<file path="src/hdl/lbf_pkg.sv">
// ----------------------------------------------------------------------------
// lbf_pkg
// Shared types, codes and arithmetic helpers for the LED fade sequencer.
// ----------------------------------------------------------------------------
package lbf_pkg;

    localparam int unsigned CHAN_W  = 8;
    localparam int unsigned COUNT_W = 16;
    localparam int unsigned WAIT_W  = 8;
    localparam int unsigned MODE_W  = 2;
    localparam int unsigned CFG_IDX_W  = 3;
    localparam int unsigned CFG_DATA_W = 16;

    // Fall behavior thresholds.
    localparam logic [CHAN_W-1:0] FALL_FLOOR = 8'd3;
    localparam logic [CHAN_W-1:0] BLACK_CUT  = 8'd5;
    localparam logic [CHAN_W-1:0] TEN        = 8'd10;

    // Effect mode codes.
    localparam logic [MODE_W-1:0] MODE_BREATHE   = 2'd0;
    localparam logic [MODE_W-1:0] MODE_RISE_ONLY = 2'd1;
    localparam logic [MODE_W-1:0] MODE_FALL_ONLY = 2'd2;

    // Configuration register indexes.
    localparam logic [CFG_IDX_W-1:0] REG_TARGET_RED   = 3'd0;
    localparam logic [CFG_IDX_W-1:0] REG_TARGET_GREEN = 3'd1;
    localparam logic [CFG_IDX_W-1:0] REG_TARGET_BLUE  = 3'd2;
    localparam logic [CFG_IDX_W-1:0] REG_EFFECT_MODE  = 3'd3;
    localparam logic [CFG_IDX_W-1:0] REG_REPEAT_COUNT = 3'd4;
    localparam logic [CFG_IDX_W-1:0] REG_FRAME_INTVL  = 3'd5;

    typedef enum logic [3:0] {
        PH_IDLE = 4'b0001,
        PH_RISE = 4'b0010,
        PH_FALL = 4'b0100,
        PH_LONE = 4'b1000
    } t_phase;

    typedef struct packed {
        logic [CHAN_W-1:0]  red;
        logic [CHAN_W-1:0]  green;
        logic [CHAN_W-1:0]  blue;
        logic [MODE_W-1:0]  effect_mode;
        logic [COUNT_W-1:0] repeat_count;
        logic [WAIT_W-1:0]  frame_interval;
    } t_cfg;

    typedef struct packed {
        logic [CHAN_W-1:0]  cur_red;
        logic [CHAN_W-1:0]  cur_green;
        logic [CHAN_W-1:0]  cur_blue;
        t_phase             phase;
        logic [COUNT_W-1:0] cycles_left;
        logic [WAIT_W-1:0]  wait_left;
    } t_state;

    typedef struct packed {
        logic [CHAN_W-1:0] red;
        logic [CHAN_W-1:0] green;
        logic [CHAN_W-1:0] blue;
        logic              frame_valid;
        logic              busy_res;
        logic              finished;
    } t_result;

    // Exact divide by ten for an 8-bit value: x * 205 >> 11.
    function automatic logic [CHAN_W-1:0] div10(input logic [CHAN_W-1:0] x);
        logic [18:0] prod;
        prod = {11'd0, x} * 19'd205;
        return prod[18:11];
    endfunction

    // One rise step of a channel toward its target.
    function automatic logic [CHAN_W-1:0] rise_ch(input logic [CHAN_W-1:0] c,
                                                  input logic [CHAN_W-1:0] t);
        logic [CHAN_W-1:0] span;
        span = t - c;
        if (c < t) begin
            return c + div10(span);
        end
        return t;
    endfunction

    // One fall step of a channel.
    function automatic logic [CHAN_W-1:0] fall_ch(input logic [CHAN_W-1:0] c);
        if (c > FALL_FLOOR) begin
            if (c < TEN) begin
                return c - 8'd1;
            end
            return c - div10(c);
        end
        return c;
    endfunction

endpackage

</file>
<file path="src/hdl/lbf_if.sv">
// ----------------------------------------------------------------------------
// lbf_if
// Handshake channels of the LED fade sequencer: tick input, frame output
// and configuration writes.
// ----------------------------------------------------------------------------
interface lbf_in_if;
    logic valid;
    logic ready;
    logic start_req;

    modport source (output valid, output start_req, input ready);
    modport sink   (input valid, input start_req, output ready);
endinterface

interface lbf_out_if;
    logic       valid;
    logic       ready;
    logic [7:0] red;
    logic [7:0] green;
    logic [7:0] blue;
    logic       frame_valid;
    logic       busy_res;
    logic       finished;

    modport source (output valid, output red, output green, output blue,
                    output frame_valid, output busy_res, output finished,
                    input ready);
    modport sink   (input valid, input red, input green, input blue,
                    input frame_valid, input busy_res, input finished,
                    output ready);
endinterface

interface lbf_cfg_if;
    logic        valid;
    logic        ready;
    logic [2:0]  index;
    logic [15:0] data;

    modport source (output valid, output index, output data, input ready);
    modport sink   (input valid, input index, input data, output ready);
endinterface

</file>
<file path="src/hdl/lbf_step.sv">
// ----------------------------------------------------------------------------
// lbf_step
// Combinational next-state and frame computation for one tick.
// ----------------------------------------------------------------------------
module lbf_step
    import lbf_pkg::*;
(
    input  t_state  i_state,
    input  t_cfg    i_cfg,
    input  logic    i_start_req,
    output t_state  o_state,
    output t_result o_result
);

    t_state            s;
    logic              go;
    logic              fin;
    logic              cycle_end;
    logic              same;
    logic [CHAN_W-1:0] rr, rg, rb;
    logic [CHAN_W-1:0] fr, fg, fb;
    logic [COUNT_W-1:0] cyc_dec;

    always_comb begin
        s         = i_state;
        go        = 1'b0;
        fin       = 1'b0;
        cycle_end = 1'b0;
        same      = 1'b0;
        rr = '0; rg = '0; rb = '0;
        fr = '0; fg = '0; fb = '0;
        cyc_dec = '0;

        if (s.phase == PH_IDLE) begin
            if (i_start_req) begin
                s.wait_left = '0;
                case (i_cfg.effect_mode)
                    MODE_BREATHE: begin
                        if (i_cfg.repeat_count == '0) begin
                            fin = 1'b1;
                        end else begin
                            s.cycles_left = i_cfg.repeat_count;
                            s.cur_red   = '0;
                            s.cur_green = '0;
                            s.cur_blue  = '0;
                            s.phase     = PH_RISE;
                        end
                    end
                    MODE_RISE_ONLY: begin
                        s.cycles_left = COUNT_W'(1);
                        s.cur_red   = '0;
                        s.cur_green = '0;
                        s.cur_blue  = '0;
                        s.phase     = PH_LONE;
                    end
                    MODE_FALL_ONLY: begin
                        s.cur_red   = i_cfg.red;
                        s.cur_green = i_cfg.green;
                        s.cur_blue  = i_cfg.blue;
                        if ((i_cfg.red | i_cfg.green | i_cfg.blue) == '0) begin
                            fin = 1'b1;
                        end else begin
                            s.cycles_left = COUNT_W'(1);
                            s.phase       = PH_FALL;
                        end
                    end
                    default: begin
                    end
                endcase
                go = (s.phase != PH_IDLE);
            end
        end else if (s.wait_left != '0) begin
            s.wait_left = s.wait_left - WAIT_W'(1);
        end else begin
            go = 1'b1;
        end

        if (go) begin
            if (s.phase == PH_RISE || s.phase == PH_LONE) begin
                rr = rise_ch(s.cur_red, i_cfg.red);
                rg = rise_ch(s.cur_green, i_cfg.green);
                rb = rise_ch(s.cur_blue, i_cfg.blue);
                same = (rr == s.cur_red) && (rg == s.cur_green) && (rb == s.cur_blue);
                s.cur_red   = rr;
                s.cur_green = rg;
                s.cur_blue  = rb;
                if (same) begin
                    if (s.phase == PH_LONE) begin
                        s.phase = PH_IDLE;
                        fin     = 1'b1;
                    end else if ((rr | rg | rb) != '0) begin
                        s.phase = PH_FALL;
                    end else begin
                        cycle_end = 1'b1;
                    end
                end
            end else begin
                fr = fall_ch(s.cur_red);
                fg = fall_ch(s.cur_green);
                fb = fall_ch(s.cur_blue);
                // Once every channel is dim enough the frame snaps to black.
                if (fr <= BLACK_CUT && fg <= BLACK_CUT && fb <= BLACK_CUT) begin
                    fr = '0; fg = '0; fb = '0;
                end
                s.cur_red   = fr;
                s.cur_green = fg;
                s.cur_blue  = fb;
                if ((fr | fg | fb) == '0) begin
                    cycle_end = 1'b1;
                end
            end

            if (cycle_end) begin
                cyc_dec       = s.cycles_left - COUNT_W'(1);
                s.cycles_left = cyc_dec;
                if (cyc_dec == '0) begin
                    s.phase = PH_IDLE;
                    fin     = 1'b1;
                end else begin
                    s.phase = PH_RISE;
                end
            end
            s.wait_left = (s.phase == PH_IDLE) ? '0 : i_cfg.frame_interval;
        end
    end

    assign o_state              = s;
    assign o_result.red         = s.cur_red;
    assign o_result.green       = s.cur_green;
    assign o_result.blue        = s.cur_blue;
    assign o_result.frame_valid = go;
    assign o_result.busy_res    = (s.phase != PH_IDLE);
    assign o_result.finished    = fin;

endmodule

</file>
<file path="src/hdl/led_breathe_fade_sequencer.sv">
// ----------------------------------------------------------------------------
// led_breathe_fade_sequencer
// Steps an RGB breathe / rise / fall effect by at most one frame per tick item.
// ----------------------------------------------------------------------------
//
// Channel    Dir   Payload                                      Accepted when
// i_item     in    start_req                                    valid && ready
// o_result   out   red, green, blue, frame_valid, busy_res,     valid && ready
//                  finished
// i_cfg      in    index (3 bits), data (16 bits)               valid && ready
//
// The step logic reads the effect state registers, and the new state and the
// result item are both written at the accept edge. A new tick can be taken
// while a result is still held, if that result is taken at the same edge.
// The result register is the only stage; a tick is taken whenever it is empty
// or its item is taken in the same cycle, so o_result.ready stalls i_item.
// Synchronous active-low reset clears the color, phase and counters, and
// loads the configuration defaults (repeat count one, everything else zero).
// Configuration writes are always taken; indexes past the list are dropped.
module led_breathe_fade_sequencer
    import lbf_pkg::*;
(
    input  logic       i_clk,
    input  logic       i_rst_n,
    lbf_in_if.sink     i_item,
    lbf_out_if.source  o_result,
    lbf_cfg_if.sink    i_cfg
);

    // Configuration registers. Targets are read live by every rise step; mode and
    // repeat count only matter at the start of a run.
    t_cfg    r_cfg;

    // Effect state carried from tick to tick.
    t_state  r_state;
    t_state  n_state;

    // Result stage.
    t_result r_result;
    t_result n_result;
    logic    r_out_valid;

    logic    item_acc;
    logic    out_acc;

    assign i_cfg.ready  = 1'b1;
    assign out_acc      = r_out_valid && o_result.ready;
    assign i_item.ready = !r_out_valid || o_result.ready;
    assign item_acc     = i_item.valid && i_item.ready;

    always_ff @(posedge i_clk) begin
        if (!i_rst_n) begin
            r_cfg.red            <= '0;
            r_cfg.green          <= '0;
            r_cfg.blue           <= '0;
            r_cfg.effect_mode    <= MODE_BREATHE;
            r_cfg.repeat_count   <= COUNT_W'(1);
            r_cfg.frame_interval <= '0;
        end else if (i_cfg.valid) begin
            case (i_cfg.index)
                REG_TARGET_RED:   r_cfg.red            <= i_cfg.data[CHAN_W-1:0];
                REG_TARGET_GREEN: r_cfg.green          <= i_cfg.data[CHAN_W-1:0];
                REG_TARGET_BLUE:  r_cfg.blue           <= i_cfg.data[CHAN_W-1:0];
                REG_EFFECT_MODE:  r_cfg.effect_mode    <= i_cfg.data[MODE_W-1:0];
                REG_REPEAT_COUNT: r_cfg.repeat_count   <= i_cfg.data[COUNT_W-1:0];
                REG_FRAME_INTVL:  r_cfg.frame_interval <= i_cfg.data[WAIT_W-1:0];
                default: begin
                end
            endcase
        end
    end

    // All of one tick's work: start decode, the wait countdown and one
    // rise or fall step on the three channels.
    lbf_step u_step (
        .i_state     (r_state),
        .i_cfg       (r_cfg),
        .i_start_req (i_item.start_req),
        .o_state     (n_state),
        .o_result    (n_result)
    );

    always_ff @(posedge i_clk) begin
        if (!i_rst_n) begin
            r_state.cur_red     <= '0;
            r_state.cur_green   <= '0;
            r_state.cur_blue    <= '0;
            r_state.phase       <= PH_IDLE;
            r_state.cycles_left <= '0;
            r_state.wait_left   <= '0;
            r_out_valid         <= 1'b0;
        end else begin
            if (item_acc) begin
                r_state     <= n_state;
                r_out_valid <= 1'b1;
            end else if (out_acc) begin
                r_out_valid <= 1'b0;
            end
        end
    end

    // The payload needs no reset; it is only looked at while valid.
    always_ff @(posedge i_clk) begin
        if (item_acc) begin
            r_result <= n_result;
        end
    end

    assign o_result.valid       = r_out_valid;
    assign o_result.red         = r_result.red;
    assign o_result.green       = r_result.green;
    assign o_result.blue        = r_result.blue;
    assign o_result.frame_valid = r_result.frame_valid;
    assign o_result.busy_res    = r_result.busy_res;
    assign o_result.finished    = r_result.finished;

`ifndef SYNTHESIS
    // A run that ends cannot still be reported as running.
    a_fin_not_busy: assert property (@(posedge i_clk) disable iff (!i_rst_n)
        r_out_valid |-> !(r_result.finished && r_result.busy_res))
        else $error("finished and busy_res set in the same item");

    // A tick spent waiting between frames must not produce a frame.
    a_wait_no_frame: assert property (@(posedge i_clk) disable iff (!i_rst_n)
        (item_acc && r_state.phase != PH_IDLE && r_state.wait_left != '0)
        |=> !r_result.frame_valid)
        else $error("frame emitted during inter-frame wait");

    // Leaving a run always clears the wait counter.
    a_idle_no_wait: assert property (@(posedge i_clk) disable iff (!i_rst_n)
        (r_state.phase == PH_IDLE) |-> (r_state.wait_left == '0))
        else $error("wait counter left nonzero while idle");

    // The state only moves when a tick item is taken.
    a_state_hold: assert property (@(posedge i_clk) disable iff (!i_rst_n)
        !item_acc |=> $stable(r_state))
        else $error("effect state changed without a tick");
`endif

endmodule
</file>
<file path="src/flat_wrapper.sv">
// flat-port wrapper written by rule: the top's interface ports become plain ports
module led_breathe_fade_sequencer_flat import lbf_pkg::*;
  (i_clk, i_rst_n, i_item_valid, i_item_start_req, i_item_ready, o_result_valid, o_result_red, o_result_green, o_result_blue, o_result_frame_valid, o_result_busy_res, o_result_finished, o_result_ready, i_cfg_valid, i_cfg_index, i_cfg_data, i_cfg_ready);
  lbf_in_if i_item_i ();
  lbf_out_if o_result_i ();
  lbf_cfg_if i_cfg_i ();
  input  logic i_clk;
  input  logic i_rst_n;
  input wire logic [$bits(i_item_i.valid)-1:0] i_item_valid;
  input wire logic [$bits(i_item_i.start_req)-1:0] i_item_start_req;
  output wire logic [$bits(i_item_i.ready)-1:0] i_item_ready;
  output wire logic [$bits(o_result_i.valid)-1:0] o_result_valid;
  output wire logic [$bits(o_result_i.red)-1:0] o_result_red;
  output wire logic [$bits(o_result_i.green)-1:0] o_result_green;
  output wire logic [$bits(o_result_i.blue)-1:0] o_result_blue;
  output wire logic [$bits(o_result_i.frame_valid)-1:0] o_result_frame_valid;
  output wire logic [$bits(o_result_i.busy_res)-1:0] o_result_busy_res;
  output wire logic [$bits(o_result_i.finished)-1:0] o_result_finished;
  input wire logic [$bits(o_result_i.ready)-1:0] o_result_ready;
  input wire logic [$bits(i_cfg_i.valid)-1:0] i_cfg_valid;
  input wire logic [$bits(i_cfg_i.index)-1:0] i_cfg_index;
  input wire logic [$bits(i_cfg_i.data)-1:0] i_cfg_data;
  output wire logic [$bits(i_cfg_i.ready)-1:0] i_cfg_ready;
  assign i_item_i.valid = i_item_valid;
  assign i_item_i.start_req = i_item_start_req;
  assign i_item_ready = i_item_i.ready;
  assign o_result_valid = o_result_i.valid;
  assign o_result_red = o_result_i.red;
  assign o_result_green = o_result_i.green;
  assign o_result_blue = o_result_i.blue;
  assign o_result_frame_valid = o_result_i.frame_valid;
  assign o_result_busy_res = o_result_i.busy_res;
  assign o_result_finished = o_result_i.finished;
  assign o_result_i.ready = o_result_ready;
  assign i_cfg_i.valid = i_cfg_valid;
  assign i_cfg_i.index = i_cfg_index;
  assign i_cfg_i.data = i_cfg_data;
  assign i_cfg_ready = i_cfg_i.ready;
  led_breathe_fade_sequencer u_core (.i_clk(i_clk), .i_rst_n(i_rst_n), .i_item(i_item_i), .o_result(o_result_i), .i_cfg(i_cfg_i));
endmodule
</file>
<file path="config.mk">
export PLATFORM = sky130hd
export DESIGN_NAME = led_breathe_fade_sequencer_flat
export DESIGN_NICKNAME = d
export VERILOG_FILES = /design/src/hdl/lbf_pkg.sv /design/src/hdl/lbf_if.sv /design/src/hdl/lbf_step.sv /design/src/hdl/led_breathe_fade_sequencer.sv /design/src/flat_wrapper.sv
export SDC_FILE = /design/constraint.sdc
export NUM_CORES = 1
export LEC_CHECK = 0
export BUFFER_PORTS_ARGS = -buffer_cell sky130_fd_sc_hd__buf_2
export CAP_MARGIN = 20
export CELL_PAD_IN_SITES_DETAIL_PLACEMENT = 1
export CELL_PAD_IN_SITES_GLOBAL_PLACEMENT = 1
export CORE_ASPECT_RATIO = 1.2
export CORE_MARGIN = 1.5
export CORE_UTILIZATION = 45
export CTS_CLUSTER_SIZE = 12
export DETAILED_ROUTE_END_ITERATION = 10
export PLACE_DENSITY = 0.81
export SYNTH_ARGS = -nofsm -noshare
export SYNTH_HDL_FRONTEND = slang
export SYNTH_HIERARCHICAL = 1
export SYNTH_SLANG_ARGS = --single-unit
</file>
<file path="constraint.sdc">
create_clock -name i_clk -period 10.1 [get_ports i_clk]
set_input_delay 2.02 -clock i_clk [delete_from_list [all_inputs] [get_ports i_clk]]
set_output_delay 2.02 -clock i_clk [all_outputs]
set_load 0.02 [all_outputs]
</file>
==> results.toml <==
[timing]
min_period_over_period_pct = 109
setup_viol = 41
fin_crit_ns = 11.04
grt_setup_unrepaired = "yes"
hold_viol = 0
max_freq_mhz = 90.6
relSlewSlack_pct = 20.9
final_max_slew_viol_count = 0
layout_setup_ws_ns = -0.938
worst_pin_slew_ns = 1.18
skew_ns = 0.00890

[final_layout]
drive_gt1_share_pct = 29.1
multi_input_area_um2 = 15000
regArea_um2 = 2870
fill_cells = 4513
layout.nets = 2892
layout-area-overhead-vs-synth_pct = 30.0
final_area_um2 = 23300

[grt]
grt-ovfl-total = 0
grt_max_degree = 95
antenna_found_initial = 3
grt_util_all_layers_pct = 34.5
first_global_vias = 20300
grt_pass1_wl_um = 110000

[synth]
netlist_area_um2 = 17900
muxShareOfSynthArea_pct = 4.11
synth_nets = 2562
ys_ff_latch = 130
synthSimpleGateAreaFrac_pct = 16.8
synth_edf_count = 27
synth_compound_area_share_pct = 17.9
syn_inst = 2138
synth_top_family_by_area = "adder cells"
synth_cell_types = 103
synth_fa_ha_area_share_pct = 31.0
synth-async-reset-ratio_pct = 0
synth_top_flop_cell = "dfxtp_1"
ys_warn_count = 6
synth_xor_area_share_pct = 5.62
ys_seq_area_share_pct = 16.0
syn_area_per_cell_um2 = 8.38

[clock_tree]
cts-root-buf = "clkbuf_16"
numCtsBuffers = 17
clk_path_buf_depth = 2
clk_latency_ns = 0.46
clock-sinks = 130
cts_hold_buf = 0
cts_tree = "done"
h-tree-depth = 4
cts.reportedPaths.clkPinSlew_ns = 0.06

[detailed_routing]
finalWirelength_um = 80100
drc = 0
dr_total_vias = 19400
vias_per_cell = 6.45
wl_per_cell_um = 26.6
ant_nets = 0
drtIter0Drc = 1736
detailedRoute.firstPassIterationCount = 6

[worst_setup_path]
worst_path_most_repeated_cell = "a21o_1"
startpoint_type = "input pin"
rr_startpoint = "u_core/r_state[24]$_SDFFE_PN1P_"
arrival_ns = 11.35
crit_path_end_kind = "flip-flop"
cp_max_fo = 8
r2r_slack_ns = -0.37
crit_start = "i_item_start_req"
crit_type = "in2reg"
crit_slowest_cell = "fa_1"
critPathMaxStageDelay_ns = 0.55
cp.required_ns = 10.41
reg2reg_to = "u_core/r_state[21]$_SDFFE_PN0P_"
worstRegToRegCells = 44

[status]
status = "finished with violations"
violations = "negative setup slack"

[floorplan]
io_pins = 55
row_count = 79
fp.dieH_um = 222
dieArea_um2 = 41000
die_x_um = 185
start_util_pct = 45.9
fp.coreArea_um2 = 39000

[placement]
placed_area_um2 = 20500
place_hpwl_um = 48500
gp_congestion = 0.929
port_buffers = 53

[run]
drv_cap = 0

[hold_path]
min_path_cells = 2
whs_endpoint = "u_core/r_cfg[3]$_SDFFE_PN0P_"
holdCritPathClass = "reg2reg"
min_from = "u_core/r_cfg[3]$_SDFFE_PN0P_"
[cells in the final DEF, fill, tap and decap left out, drive strengths merged, types with 12 or more instances in the layout]
master  count
buf       417
ha        324
inv       259
nand2     214
o21ai     106
dfxtp     103
nor2       97
a21oi      89
nand3      87
fa         75
xnor2      72
mux2i      69
a21o       56
xor2       42
nor3       36
o22ai      28
edfxtp     27
a22o       23
nand2b     22
nor2b      21
nand4      19
clkbuf     19
a22oi      19
and2       19
o211ai     17
a211oi     13
or3        12
[logic make-up (layout without fill, tap and decap cells)]
kind of cell    after synthesis  in the layout
simple gates                597            597
xor+xnor                    114            114
fa+ha+maj                   399            399
other cells                   1              3
buf+inv                     358            699
flops                       130            130
compound gates              466            467
mux                          73             73
[layer usage]
layer,track usage [%],wire length [µm],vias up
met1,37.6,28100,9404
met3,6.90,6420,597
met4,22.8,7120,0
met5,0,0,-
li1,-,-,8160
met2,60.1,38400,1237
[critical path: cells and delay by family]
kind                     cells  cell delay, ns
AO/OA/AOI/OAI               14            2.83
adder cells (fa/ha/maj)      7            2.54
AND/OR/NAND/NOR             13            2.39
buffers and inverters        7            0.88
XOR/XNOR                     3            0.57
multiplexers                 1            0.08
[cell type report]
| cell class | count | share of cell area [%] |
|---|---|---|
| well taps | 526 | 2.83 |
| multi-input cells | 1651 | 64.5 |
| clock buffers | 19 | 1.95 |
| inverters | 251 | 4.07 |
| clock inverters | 12 | 0.607 |
| flip-flops and latches | 130 | 12.3 |
| repair buffers | 417 | 13.7 |
| diodes | 2 | 0.0215 |
[registers in the layout, indices dropped and copies added, names as in the netlist]
name / cells
u_core/r_state: 52
u_core/o_result.red: 8
u_core/r_cfg: 50
u_core/o_result.frame_valid: 1
u_core/o_result.finished: 1
u_core/o_result.green: 8
u_core/o_result.blue: 8
u_core/o_result.busy_res: 1
u_core/o_result.valid: 1
[how the worst max path moves through the flow]
| stage | endpoint | cells after the start | slack, ns |
|---|---|---|---|
| 2_1_floorplan | u_core/r_state[21]$_SDFFE_PN0P_ | 41 | -0.28 |
| 3_3_place_gp | u_core/r_state[0]$_SDFFE_PN0P_ | 44 | -0.99 |
| 3_5_place_dp | u_core/r_state[0]$_SDFFE_PN0P_ | 45 | -1.54 |
| 4_1_cts | u_core/o_result.busy_res$_DFFE_PP_ | 40 | -0.32 |
| 5_1_grt | u_core/o_result.busy_res$_DFFE_PP_ | 41 | -1.16 |
| 6_report | u_core/r_state[21]$_SDFFE_PN0P_ | 45 | -0.94 |
[synth_stat cells, drive strengths merged (7+ instances only)]
| cell | count | share of area (%) |
|---|---|---|
| and3 | 10 | 0.35 |
| a32o | 8 | 0.45 |
| edfxtp | 27 | 4.5 |
| a21boi | 7 | 0.29 |
| nor3b | 10 | 0.42 |
| or2 | 8 | 0.28 |
| mux2i | 69 | 3.9 |
| a31oi | 10 | 0.35 |
| nor2b | 21 | 0.73 |
| o21a | 8 | 0.34 |
| o21bai | 9 | 0.38 |
| o31ai | 7 | 0.29 |
| a211oi | 13 | 0.60 |
| nand4 | 19 | 0.66 |
| xnor2 | 72 | 3.6 |
| or3 | 12 | 0.42 |
| buf | 60 | 2.2 |
| xor2 | 42 | 2.1 |
| a22o | 23 | 1.1 |
| nor2 | 97 | 2.1 |
| a22oi | 19 | 0.80 |
| fa | 75 | 8.4 |
| nand2 | 214 | 4.5 |
| a21oi | 89 | 2.5 |
| and2 | 19 | 0.66 |
| o211ai | 17 | 0.74 |
| nand3 | 87 | 2.5 |
| nor4 | 8 | 0.36 |
| nor3 | 36 | 1.1 |
| o22ai | 28 | 0.98 |
| inv | 249 | 5.2 |
| clkbuf | 47 | 0.99 |
| o21ai | 106 | 3.2 |
| ha | 324 | 23 |
| nand2b | 22 | 0.81 |
| a21o | 55 | 2.4 |
| a2111oi | 7 | 0.39 |
| dfxtp | 103 | 12 |
[what timing repair did]
item | in CTS | in global routing
buffers inserted | 53 | 39
gates cloned | 2 | 0
resized for setup | 118 | 170
setup endpoints to repair | 48 | 50
pin swaps | 78 | 107
[per-stage QoR]
stage               setup TNS [ns]  cells  hold WS [ns]  setup slack (ns)  utilization, %
finish                      -26.41   3008         0.479            -0.938            59.6
global route                -36.43   3006         0.500             -1.16            59.6
CTS                          -5.25   2968         0.481            -0.321            56.6
detailed placement          -51.46   2885         0.464             -1.54            52.5
global placement            -28.93   2885         0.452            -0.985            52.5
floorplan                    -2.83   2138         0.434            -0.283               -
Power is not shown: default switching activity piles up to over one toggle a cycle in this logic, so the estimate is an artifact.
